[config.mk]
export PLATFORM = sky130hd
export DESIGN_NAME = hill_cipher_2x2_mod26_top
export DESIGN_NICKNAME = d
export VERILOG_FILES = /design/src/rtl/core/hc22_pkg.sv /design/src/rtl/core/hill_cipher_2x2_mod26_top.sv /design/src/rtl/core/hc22_front.sv /design/src/rtl/core/hc22_queue.sv /design/src/rtl/core/hc22_back.sv
export SDC_FILE = /design/constraint.sdc
export NUM_CORES = 2
export LEC_CHECK = 0
export BUFFER_PORTS_ARGS = -buffer_cell sky130_fd_sc_hd__buf_2
export CAP_MARGIN = 10
export CORE_MARGIN = 5
export CORE_UTILIZATION = 55
export CTS_CLUSTER_DIAMETER = 100
export DETAILED_ROUTE_END_ITERATION = 8
export GPL_TIMING_DRIVEN = 0
export PLACE_DENSITY = 0.71
export SETUP_SLACK_MARGIN = 0.02
export SYNTH_ARGS = -nofsm -noshare
export SYNTH_HDL_FRONTEND = slang
export SYNTH_SLANG_ARGS = --single-unit
[constraint.sdc]
create_clock -name clk -period 30.6 [get_ports clk]
set_input_delay 1.53 -clock clk [delete_from_list [all_inputs] [get_ports clk]]
set_output_delay 1.53 -clock clk [all_outputs]
set_load 0.005 [all_outputs]
[src/rtl/core/hc22_pkg.sv]
`timescale 1ns / 1ps
// ----------------------------------------------------------------------------
// hc22_pkg
// types, register indexes and mod 26 helpers shared by the hill cipher core
// ----------------------------------------------------------------------------
package hc22_pkg;

    localparam int unsigned LETTER_W = 5;
    localparam int unsigned PROD_W   = 10;
    localparam int unsigned WIDE_W   = 11;
    localparam int unsigned CFG_IDX_W = 3;
    localparam int unsigned CFG_DATA_W = 5;

    typedef logic [LETTER_W-1:0] letter_t;
    typedef logic [PROD_W-1:0]   prod_t;
    typedef logic [WIDE_W-1:0]   wide_t;

    // register indexes of the configuration channel
    localparam logic [CFG_IDX_W-1:0] CFG_KEY_A  = 3'd0;
    localparam logic [CFG_IDX_W-1:0] CFG_KEY_B  = 3'd1;
    localparam logic [CFG_IDX_W-1:0] CFG_KEY_C  = 3'd2;
    localparam logic [CFG_IDX_W-1:0] CFG_KEY_D  = 3'd3;
    localparam logic [CFG_IDX_W-1:0] CFG_MODE   = 3'd4;

    localparam letter_t MODULUS = 5'd26;
    localparam wide_t   MOD_SQ  = 11'd676;

    typedef struct packed {
        letter_t first_letter;
        letter_t second_letter;
        logic    second_present;
    } in_item_t;

    typedef struct packed {
        letter_t out_first;
        letter_t out_second;
        logic    key_error;
    } out_item_t;

    // one classified pair waiting for the back end
    typedef struct packed {
        letter_t p0;
        letter_t p1;
    } q_entry_t;

    typedef struct packed {
        logic empty;
        logic full;
    } q_status_t;

    // effective matrix used by the back end
    typedef struct packed {
        letter_t m0;
        letter_t m1;
        letter_t m2;
        letter_t m3;
        logic    err;
    } key_t;

    // reduce a 5 bit code mod 26
    function automatic letter_t mod26_letter(input letter_t x);
        letter_t r;
        r = (x >= MODULUS) ? letter_t'(x - MODULUS) : x;
        return r;
    endfunction

    // reduce an 11 bit value mod 26: reciprocal multiply, exact below 2048
    function automatic letter_t mod26_wide(input wide_t x);
        logic [22:0] prod;
        logic [6:0]  q;
        wide_t       qm;
        wide_t       r;
        prod = {12'd0, x} * 23'd2521;
        q    = prod[22:16];
        qm   = {4'd0, q} * 11'd26;
        r    = x - qm;
        return r[LETTER_W-1:0];
    endfunction

    // additive inverse mod 26 of a reduced code
    function automatic letter_t neg26(input letter_t x);
        letter_t r;
        r = (x == 5'd0) ? 5'd0 : letter_t'(MODULUS - x);
        return r;
    endfunction

    // multiplicative inverse mod 26, zero when none exists
    function automatic letter_t inv26(input letter_t x);
        letter_t r;
        unique case (x)
            5'd1:    r = 5'd1;
            5'd3:    r = 5'd9;
            5'd5:    r = 5'd21;
            5'd7:    r = 5'd15;
            5'd9:    r = 5'd3;
            5'd11:   r = 5'd19;
            5'd15:   r = 5'd7;
            5'd17:   r = 5'd23;
            5'd19:   r = 5'd11;
            5'd21:   r = 5'd5;
            5'd23:   r = 5'd17;
            5'd25:   r = 5'd25;
            default: r = 5'd0;
        endcase
        return r;
    endfunction

endpackage

[src/rtl/core/hill_cipher_2x2_mod26_top.sv]
`timescale 1ns / 1ps
// ----------------------------------------------------------------------------
// hill_cipher_2x2_mod26_top
// 2x2 hill cipher core, while busy is low encrypts or decrypts one letter pair per cycle
// ----------------------------------------------------------------------------
//
// channel   | handshake                     | payload
// ----------+-------------------------------+---------------------------------
// command   | start in, busy out            | item (first/second letter, flag)
// result    | done strobe, one cycle        | result (two letters, key_error)
// config    | cfg_valid in, cfg_ready out   | cfg_index, cfg_data
//
// one pair is taken per cycle while busy is low; its result strobes on done after
// the queue, product and mod 26 reduce registers; busy stays high after reset
// and after every config write while the key inversion pipeline (products,
// determinant inverse, adjugate) settles; the result side cannot stall, so
// the queue drains every cycle and busy otherwise only rises if the queue
// ever fills
//
module hill_cipher_2x2_mod26_top
#(
    parameter int unsigned QUEUE_DEPTH = 4
)
(
    input  logic                                clk,
    input  logic                                rst_n,
    // command transaction
    input  logic                                start,
    input  hc22_pkg::in_item_t                  item,
    output logic                                busy,
    // result transaction
    output hc22_pkg::out_item_t                 result,
    output logic                                done,
    // configuration write
    input  logic                                cfg_valid,
    output logic                                cfg_ready,
    input  logic [hc22_pkg::CFG_IDX_W-1:0]      cfg_index,
    input  logic [hc22_pkg::CFG_DATA_W-1:0]     cfg_data
);

    // front to queue
    logic                push;
    hc22_pkg::q_entry_t  push_entry;
    // queue to back end
    hc22_pkg::q_entry_t  head;
    hc22_pkg::q_status_t q_status;
    logic                pop;
    // effective key matrix, stable while items are in flight
    hc22_pkg::key_t      key;

    // intake, config registers and key inversion
    hc22_front u_front
    (
        .clk        (clk),
        .rst_n      (rst_n),
        .start      (start),
        .item       (item),
        .busy       (busy),
        .cfg_valid  (cfg_valid),
        .cfg_ready  (cfg_ready),
        .cfg_index  (cfg_index),
        .cfg_data   (cfg_data),
        .q_status   (q_status),
        .push       (push),
        .push_entry (push_entry),
        .key        (key)
    );

    // decoupling queue
    hc22_queue #(
        .DEPTH (QUEUE_DEPTH)
    ) u_queue
    (
        .clk        (clk),
        .rst_n      (rst_n),
        .push       (push),
        .push_entry (push_entry),
        .pop        (pop),
        .head       (head),
        .status     (q_status)
    );

    // matrix multiply mod 26
    hc22_back u_back
    (
        .clk      (clk),
        .rst_n    (rst_n),
        .q_status (q_status),
        .head     (head),
        .key      (key),
        .pop      (pop),
        .result   (result),
        .done     (done)
    );

`ifndef ASSERT_OFF
    // every letter leaving the core is a proper code
    a_letters_in_range: assert property (@(posedge clk) disable iff (!rst_n)
        done |-> (result.out_first < 5'd26) && (result.out_second < 5'd26))
        else $error("result letter out of range");

    // an unusable key gives zero letters
    a_error_zeroes: assert property (@(posedge clk) disable iff (!rst_n)
        done && result.key_error |-> (result.out_first == 5'd0) && (result.out_second == 5'd0))
        else $error("key error with nonzero letters");

    // no command is taken while the key pipeline settles
    a_busy_after_cfg: assert property (@(posedge clk) disable iff (!rst_n)
        cfg_valid && cfg_ready |=> busy)
        else $error("command window open right after config write");
`endif

endmodule

[src/rtl/core/hc22_front.sv]
`timescale 1ns / 1ps
// ----------------------------------------------------------------------------
// hc22_front
// config registers, key inversion pipeline and command intake
// ----------------------------------------------------------------------------
module hc22_front
(
    input  logic                                clk,
    input  logic                                rst_n,
    input  logic                                start,
    input  hc22_pkg::in_item_t                  item,
    output logic                                busy,
    input  logic                                cfg_valid,
    output logic                                cfg_ready,
    input  logic [hc22_pkg::CFG_IDX_W-1:0]      cfg_index,
    input  logic [hc22_pkg::CFG_DATA_W-1:0]     cfg_data,
    input  hc22_pkg::q_status_t                 q_status,
    output logic                                push,
    output hc22_pkg::q_entry_t                  push_entry,
    output hc22_pkg::key_t                      key
);

    localparam logic [1:0] SETTLE = 2'd3;

    hc22_pkg::letter_t key_a_reg, key_b_reg, key_c_reg, key_d_reg;
    logic              mode_reg;
    hc22_pkg::prod_t   ad_reg, bc_reg;
    hc22_pkg::letter_t dinv_reg;
    logic              err_reg;
    hc22_pkg::key_t    key_reg, key_next;
    logic [1:0]        settle_reg;
    hc22_pkg::letter_t det;
    logic              cfg_wr;

    assign cfg_ready = 1'b1;
    assign cfg_wr    = cfg_valid && cfg_ready;

    always_ff @(posedge clk or negedge rst_n)
    begin
        if (!rst_n)
        begin
            key_a_reg  <= 5'd1;
            key_b_reg  <= 5'd0;
            key_c_reg  <= 5'd0;
            key_d_reg  <= 5'd1;
            mode_reg   <= 1'b0;
            settle_reg <= SETTLE;
        end
        else
        begin
            if (cfg_wr)
            begin
                settle_reg <= SETTLE;
                unique case (cfg_index)
                    hc22_pkg::CFG_KEY_A: key_a_reg <= hc22_pkg::mod26_letter(cfg_data);
                    hc22_pkg::CFG_KEY_B: key_b_reg <= hc22_pkg::mod26_letter(cfg_data);
                    hc22_pkg::CFG_KEY_C: key_c_reg <= hc22_pkg::mod26_letter(cfg_data);
                    hc22_pkg::CFG_KEY_D: key_d_reg <= hc22_pkg::mod26_letter(cfg_data);
                    hc22_pkg::CFG_MODE:  mode_reg  <= cfg_data[0];
                    default:             ;
                endcase
            end
            else if (settle_reg != 2'd0)
            begin
                settle_reg <= settle_reg - 2'd1;
            end
        end
    end

    // determinant products
    always_ff @(posedge clk)
    begin
        ad_reg <= hc22_pkg::prod_t'(key_a_reg) * hc22_pkg::prod_t'(key_d_reg);
        bc_reg <= hc22_pkg::prod_t'(key_b_reg) * hc22_pkg::prod_t'(key_c_reg);
    end

    // determinant and its inverse
    assign det = hc22_pkg::mod26_wide({1'b0, ad_reg} + hc22_pkg::MOD_SQ - {1'b0, bc_reg});

    always_ff @(posedge clk)
    begin
        dinv_reg <= hc22_pkg::inv26(det);
        err_reg  <= (hc22_pkg::inv26(det) == 5'd0);
    end

    // scaled adjugate in decrypt mode, key as is otherwise
    always_comb
    begin
        key_next.err = err_reg;
        if (mode_reg)
        begin
            key_next.m0 = hc22_pkg::mod26_wide(
                hc22_pkg::wide_t'(key_d_reg) * hc22_pkg::wide_t'(dinv_reg));
            key_next.m1 = hc22_pkg::mod26_wide(
                hc22_pkg::wide_t'(hc22_pkg::neg26(key_b_reg)) * hc22_pkg::wide_t'(dinv_reg));
            key_next.m2 = hc22_pkg::mod26_wide(
                hc22_pkg::wide_t'(hc22_pkg::neg26(key_c_reg)) * hc22_pkg::wide_t'(dinv_reg));
            key_next.m3 = hc22_pkg::mod26_wide(
                hc22_pkg::wide_t'(key_a_reg) * hc22_pkg::wide_t'(dinv_reg));
        end
        else
        begin
            key_next.m0 = key_a_reg;
            key_next.m1 = key_b_reg;
            key_next.m2 = key_c_reg;
            key_next.m3 = key_d_reg;
        end
    end

    always_ff @(posedge clk)
    begin
        key_reg <= key_next;
    end

    assign key  = key_reg;
    assign busy = (settle_reg != 2'd0) || q_status.full;
    assign push = start && !busy;

    // reduce letters, pad a missing second letter
    assign push_entry.p0 = hc22_pkg::mod26_letter(item.first_letter);
    assign push_entry.p1 = item.second_present ?
                           hc22_pkg::mod26_letter(item.second_letter) : 5'd0;

endmodule

[src/rtl/core/hc22_queue.sv]
`timescale 1ns / 1ps
// ----------------------------------------------------------------------------
// hc22_queue
// short fifo between intake and the arithmetic back end
// ----------------------------------------------------------------------------
module hc22_queue
#(
    parameter int unsigned DEPTH = 4
)
(
    input  logic                 clk,
    input  logic                 rst_n,
    input  logic                 push,
    input  hc22_pkg::q_entry_t   push_entry,
    input  logic                 pop,
    output hc22_pkg::q_entry_t   head,
    output hc22_pkg::q_status_t  status
);

    localparam int unsigned PTR_W = (DEPTH > 1) ? $clog2(DEPTH) : 1;
    localparam int unsigned CNT_W = $clog2(DEPTH + 1);

    hc22_pkg::q_entry_t mem_reg [DEPTH];
    logic [PTR_W-1:0]   wr_ptr_reg, rd_ptr_reg;
    logic [CNT_W-1:0]   count_reg, count_next;
    logic               do_push, do_pop;

    assign status.empty = (count_reg == CNT_W'(0));
    assign status.full  = (count_reg == CNT_W'(DEPTH));
    assign do_push      = push && !status.full;
    assign do_pop       = pop && !status.empty;
    assign head         = mem_reg[rd_ptr_reg];

    always_comb
    begin
        count_next = count_reg;
        if (do_push && !do_pop)
        begin
            count_next = count_reg + CNT_W'(1);
        end
        else if (do_pop && !do_push)
        begin
            count_next = count_reg - CNT_W'(1);
        end
    end

    always_ff @(posedge clk or negedge rst_n)
    begin
        if (!rst_n)
        begin
            wr_ptr_reg <= '0;
            rd_ptr_reg <= '0;
            count_reg  <= '0;
        end
        else
        begin
            count_reg <= count_next;
            if (do_push)
            begin
                wr_ptr_reg <= (wr_ptr_reg == PTR_W'(DEPTH - 1)) ? '0 : wr_ptr_reg + PTR_W'(1);
            end
            if (do_pop)
            begin
                rd_ptr_reg <= (rd_ptr_reg == PTR_W'(DEPTH - 1)) ? '0 : rd_ptr_reg + PTR_W'(1);
            end
        end
    end

    always_ff @(posedge clk)
    begin
        if (do_push)
        begin
            mem_reg[wr_ptr_reg] <= push_entry;
        end
    end

`ifndef ASSERT_OFF
    a_no_overflow: assert property (@(posedge clk) disable iff (!rst_n)
        status.full && !pop |=> count_reg == CNT_W'(DEPTH))
        else $error("queue count moved past full");
`endif

endmodule

[src/rtl/core/hc22_back.sv]
`timescale 1ns / 1ps
// ----------------------------------------------------------------------------
// hc22_back
// two stage matrix multiply mod 26 with registered result
// ----------------------------------------------------------------------------
module hc22_back
(
    input  logic                 clk,
    input  logic                 rst_n,
    input  hc22_pkg::q_status_t  q_status,
    input  hc22_pkg::q_entry_t   head,
    input  hc22_pkg::key_t       key,
    output logic                 pop,
    output hc22_pkg::out_item_t  result,
    output logic                 done
);

    hc22_pkg::prod_t     pr0_reg, pr1_reg, pr2_reg, pr3_reg;
    logic                err_reg;
    logic                s1_valid_reg;
    hc22_pkg::out_item_t result_reg, result_next;
    logic                done_reg;

    // output never stalls, so drain one entry every cycle while the queue is not empty
    assign pop = !q_status.empty;

    always_ff @(posedge clk or negedge rst_n)
    begin
        if (!rst_n)
        begin
            s1_valid_reg <= 1'b0;
            done_reg     <= 1'b0;
        end
        else
        begin
            s1_valid_reg <= pop;
            done_reg     <= s1_valid_reg;
        end
    end

    always_ff @(posedge clk)
    begin
        pr0_reg <= hc22_pkg::prod_t'(key.m0) * hc22_pkg::prod_t'(head.p0);
        pr1_reg <= hc22_pkg::prod_t'(key.m1) * hc22_pkg::prod_t'(head.p1);
        pr2_reg <= hc22_pkg::prod_t'(key.m2) * hc22_pkg::prod_t'(head.p0);
        pr3_reg <= hc22_pkg::prod_t'(key.m3) * hc22_pkg::prod_t'(head.p1);
        err_reg <= key.err;
    end

    always_comb
    begin
        result_next.key_error = err_reg;
        if (err_reg)
        begin
            result_next.out_first  = 5'd0;
            result_next.out_second = 5'd0;
        end
        else
        begin
            result_next.out_first  = hc22_pkg::mod26_wide({1'b0, pr0_reg} + {1'b0, pr1_reg});
            result_next.out_second = hc22_pkg::mod26_wide({1'b0, pr2_reg} + {1'b0, pr3_reg});
        end
    end

    always_ff @(posedge clk)
    begin
        result_reg <= result_next;
    end

    assign result = result_reg;
    assign done   = done_reg;

endmodule

# Yosys cells after proc, flatten, opt, wreduce, memory -nomap -nowiden
# Memory sizes are Yosys's and may differ from the RTL's. A register that Yosys moved wholly into a read port is not among the register bits.
# Cells that the tools add are included.
[classes] add_sub_neg=21 n_mul=24 n_lt_le_gt_ge=3 n_eq_ne=7 n_mux=15 reduce_logical=22
[ops] cell="5-bit by 5-bit multiplier with 10-bit output" count=10
[ops] cell="10-bit by 12-bit multiplier with 22-bit output, second input constant" count=4
[ops] cell="11-bit by 12-bit multiplier with 23-bit output, second input constant" count=3
[ops] cell="5-bit subtractor" count=7
[ops] cell="5-bit two-way mux" count=6
[ops] cell="6-bit by 4-bit multiplier with 4-bit output, second input constant" count=4
[ops] cell="10-bit by 10-bit adder with 11-bit output" count=2
[ops] cell="7-bit by 4-bit multiplier with 4-bit output, second input constant" count=3
[ops] cell="20-bit two-way mux" count=1
[ops] cell="5-bit >= comparator, second input constant" count=3
[ops] cell="5-bit zero test" count=3
[ops] cell="5-bit subtractor, second input constant" count=3
[ops] cell="10-bit by 10-bit adder with 11-bit output, second input constant" count=1
[ops] cell="11-bit by 10-bit subtractor with 11-bit output" count=1
[ops] cell="2-bit AND reduction" count=5
[ops] cell="5-bit subtractor, first input constant" count=2
[ops] cell="2-bit two-way mux" count=4
[ops] cell="3-bit by 2-bit equality test with 1-bit output, second input constant" count=2
[ops] cell="3-bit equality test, second input constant" count=2
[ops] cell="3-bit zero test" count=2
[ops] cell="3-bit two-way mux" count=2
[ops] cell="2-bit nonzero test" count=3
[ops] cell="2-bit by 1-bit adder with 2-bit output, second input constant" count=2
[ops] cell="2-bit equality test, second input constant" count=2
[ops] cell="other kinds (8)" count=15
[totals] regBits=126 ram_bits=40 rom_bits=320 inputBits=23 out_inout_bits=14 elab_cells=122 mem_count=3
[mem_list] memory="(no name shown)" words=32 width=5 rd=1 rd_ports_with_merged_regs=1 write_ports=0 line="hc22_pkg.sv:90" source="unique case (x)"
[mem_list] memory="(no name shown)" words=32 width=5 rd=1 rd_ports_with_merged_regs=0 write_ports=0 line="hc22_pkg.sv:90"
[mem_list] memory="u_queue.mem_reg" words=4 width=10 rd=1 rd_ports_with_merged_regs=0 write_ports=1 line="hc22_queue.sv:23" source="hc22_pkg::q_entry_t mem_reg [DEPTH];"

# Logic depth before layout (Yosys ltp)
[logic_depth] ltp_word=9 ltp_mapped=43 mapped_depth_nobuf=42

# Hierarchy
# Synthesis repeated with hierarchy kept, for this count alone.
[hier_totals] hier_cells=2929 area_unflattened_um2=28697.5
[modules_own_cells] mod="hc22_front" instances=1 cells_each=1869 area_per_inst_um2=17631.9 seq_area_each_um2=1521.5
[modules_own_cells] mod="hc22_back" instances=1 cells_each=971 area_per_inst_um2=9180.1 seq_area_each_um2=1091.0
[modules_own_cells] mod="hc22_queue" instances=1 cells_each=89 area_per_inst_um2=1885.6 seq_area_each_um2=1376.3

# Worst setup path before layout
# OpenSTA, ideal clock, no wires.
[synth_timing] path_kind="reg2reg" start="reg u_front.key_c_reg[0]" end="reg u_front.key_reg, in the netlist u_front.key[10]" setup_time_ns=0.072 arrival_ns=9.653 required_time_ns=30.528 slack_ns=20.875 path_stages_with_launch=43 path_buffers=1 synth_period_minus_slack_ns=9.725 path_cell_list="dfrtp_1 -> clkbuf_1 -> inv_1 -> ha_1 -> or4b_4 -> nor2b_1 -> nand2_1 -> fa_1 -> fa_1 -> fa_1 -> inv_1 -> ha_1 -> a21oi_1 -> o21ai_0 -> a21oi_1 -> o21bai_1 -> a21oi_1 -> xor2_1 -> [... 7 more ...] -> ha_1 -> ha_1 -> a21o_1 -> a21o_1 -> a21oi_1 -> o221ai_1 -> nor2_1 -> o21bai_1 -> xor2_1 -> ha_1 -> inv_1 -> ha_1 -> a21oi_1 -> xnor2_1 -> xnor2_1 -> xnor2_1 -> xnor3_1 -> mux2i_1"
[synth_lines] element="from (decl)" line="hc22_front.sv:25" source="hc22_pkg::letter_t key_a_reg, key_b_reg, key_c_reg, key_d_reg;"
[synth_lines] element="from (signal assigned)" line="hc22_front.sv:57" source="hc22_pkg::CFG_KEY_C: key_c_reg <= hc22_pkg::mod26_letter(cfg_data);"
[synth_lines] element="to (signal assigned)" line="hc22_front.sv:112" source="key_reg <= key_next;"
[synth_lines] element="to (decl)" line="hc22_front.sv:30" source="hc22_pkg::key_t key_reg, key_next;"

==> impl_metrics.tcl <==
set metrics [dict create \
    hold_path.class "reg2reg" \
    finalWeightedCongestion 0.855 \
    min_from "u_front.err_reg$_DFF_P_" \
    timing.slew.headroom_pct 34.3 \
    status "complete, no violations" \
    ys_seq_area_share_pct 14.1 \
    initial_core_util_pct 55.4 \
    fin_area_mm2 0.0300 \
    cts_root_buf "clkbuf_16" \
    worstPathRequired_ns 30.93 \
    cts_tree "yes" \
    grt_overflow 0 \
    yosysTopAreaCell "ha_1" \
    grt_use_total_pct 20.1 \
    setup_viol 0 \
    arrival_ns 11.52 \
    dr.pass1.iters 8 \
    rows 83 \
    wire_per_inst_um 14.9 \
    cts_setup_buffers 0 \
    drc_errors 0 \
    num-nets-final 3977 \
    dp_cells 3606 \
    drt-initial-drc-count 685 \
    finalNonFillerCells 3639 \
    htreeDepth 4 \
    dieWidth_um 237 \
    critPathKind "reg2reg" \
    dpl.hpwl_um 47000 \
    final_max_slew_viol_count 0 \
    syn_area_mm2 0.0283 \
    crit_top_cell "ha_1" \
    drv_cap 0 \
    min_period_ns 11.19 \
    final_hold_viol_count 0 \
    syn_avg_cell_area_um2 9.80 \
    grt_setup_unrepaired "false" \
    synth_area_leaders "ha_1 30%, fa_1 24%, inv_1 9.0%" \
    finalSetupTns_ns 0 \
    crit_path_start "u_front.key_c_reg[0]$_DFFE_PN0P_" \
    yosysTopAreaCellShare_pct 29.8 \
    dpl_cell_area_mm2 0.0294 \
    largest_reg_flops 40 \
    synth_nets 3923 \
    slowest_stage "fa_1" \
    antenna_found_initial 3 \
    end_kind "register" \
    vias 19000 \
    wl_um 54200 \
    critical_path.top_delay_family "adder cells" \
    skew_ns 0.0142 \
    grt_pass1_wl_um 94800 \
    syn_inst 2891 \
    drtAntennaViolNets 0 \
    grt_pass1_vias 20600 \
    grt_start_max_net_pins 33 \
    pin_count 37 \
    cts_hold_buf 0 \
    dieArea_mm2 0.0562 \
    cts.path.max_buffers 2 \
    clock.fmax_mhz 89.3 \
    ys_seq_elements 171 \
    async_flop_share_pct 18.7 \
    clk_pin_slew_ns 0.08 \
    start_kind "register" \
    insertion_delay_ns 0.45 \
    syn_to_final_growth_pct 5.72 \
    core_area_mm2 0.0512 \
    finalCritPeriodShare_pct 36.6 \
    port_buffers 35 \
    critical_path.max_stage_delay_ns 0.56 \
    cts_sinks 171 \
    synth-edff-count 40 \
    rr_startpoint "u_front.key_c_reg[0]$_DFFE_PN0P_" \
    dieHeight_um 237 \
    crit_fanout 10 \
    synth_warnings 0 \
    drive_gt1_share_pct 3.75 \
    yosys.cell_types.count 76 \
    cts_resized 0 \
    worst_hold_slack_ns 0.336 \
    fillers 4327 \
    ys.flop_type "dfxtp_1" \
    viasPerCell 5.21 \
    crit_buf_inv 6 \
    worst_pin_slew_ns 0.979 \
    numCtsBuffers 17 \
]
[cell usage in the layout, fill, tap and decap left out, types with 11 or more instances in the layout]
cell / Yosys / final
and2_1: 129 / 129
nor3_1: 14 / 14
dfxtp_1: 99 / 99
inv_1: 681 / 681
a21o_1: 48 / 48
nor2_1: 97 / 97
a21oi_1: 107 / 107
dfrtp_1: 28 / 28
o21ai_0: 54 / 54
o21bai_1: 39 / 39
xor2_1: 37 / 37
fa_1: 333 / 333
nand2_1: 153 / 153
nor2b_1: 17 / 17
edfxtp_1: 40 / 40
mux2_2: 12 / 12
buf_2: 1 / 36
xnor2_1: 132 / 132
nand2b_1: 11 / 11
clkbuf_1: 31 / 31
ha_1: 676 / 676
clkbuf_16: 0 / 17
[metal layers]
layer / global-route usage, % / vias to the layer above / part of all wire (%)
li1: - / 9357 / -
met1: 25.5 / 9257 / 44
met2: 36.6 / 259 / 51
met3: 2.40 / 82 / 2.9
met4: 5.11 / 4 / 2.1
met5: 0 / - / 0.039
[synth_stat cells (6+ instances only)]
cell type	count
ha_1	676
nand3_1	9
xnor3_1	8
inv_1	681
a21o_1	48
dfrtp_1	28
nor3_1	14
a21oi_1	107
o31ai_1	6
and2_1	129
nand2b_1	11
o21ai_0	54
edfxtp_1	40
nand2_1	153
clkbuf_1	31
mux2_2	12
nor2_1	97
a211oi_1	10
xor2_1	37
and3_1	10
fa_1	333
o21bai_1	39
o211ai_1	7
mux2i_1	9
nor2b_1	17
dfxtp_1	99
mux4_2	10
xnor2_1	132
[through the flow]
stage / utilization, % / worst slack, ns
2_1_floorplan: - / 20.87
3_3_place_gp: 57.4 / 19.62
3_5_place_dp: 57.4 / 19.54
4_1_cts: 58.5 / 19.47
5_1_grt: 58.5 / 18.84
6_report: 58.5 / 19.41
[worst reg2reg max path: cells and delay by family, from the launching register on]
family | cells | cell delay (ns)
fa+ha+maj | 13 | 5.16
mux | 1 | 0.32
flops | 1 | 0.35
compound gates | 11 | 1.82
simple gates | 4 | 0.87
xor+xnor | 7 | 1.76
buf+inv | 6 | 0.80
[final timing paths]
path                                                          end  slack, ns  cells past startpoint
worst max-delay path                      u_front.key[10]$_DFF_P_      19.41                     42
worst min-delay path                       u_front.key[0]$_DFF_P_       0.34                      0
worst max register to register            u_front.key[10]$_DFF_P_      19.41                     42
worst min register to register             u_front.key[0]$_DFF_P_       0.34                      0
max in group asynchronous        u_front.key_a_reg[3]$_DFFE_PN0P_      28.94                      1
min in group asynchronous       u_queue.rd_ptr_reg[1]$_DFFE_PN0P_       1.15                      1
[cells by family after synthesis]
group,synth area share (%)
xor+xnor,6.00
mux,1.59
other cells,0.0132
simple gates,8.25
flops,14.1
buf+inv,9.58
fa+ha+maj,53.4
compound gates,7.13
[layout make-up]
cell class	instances	area [µm²]	share of cell area, %
well taps	680	851	2.84
clock buffers	17	425	1.42
inverters	681	2560	8.53
flip-flops and latches	171	3990	13.3
multi-input cells	2002	21600	72.2
plain buffers	37	159	0.530
clock inverters	15	166	0.555
repair buffers	35	175	0.585
diodes	1	2.50	0.00835
Power is not shown: default switching activity piles up to over one toggle a cycle in this logic, so the estimate is an artifact.
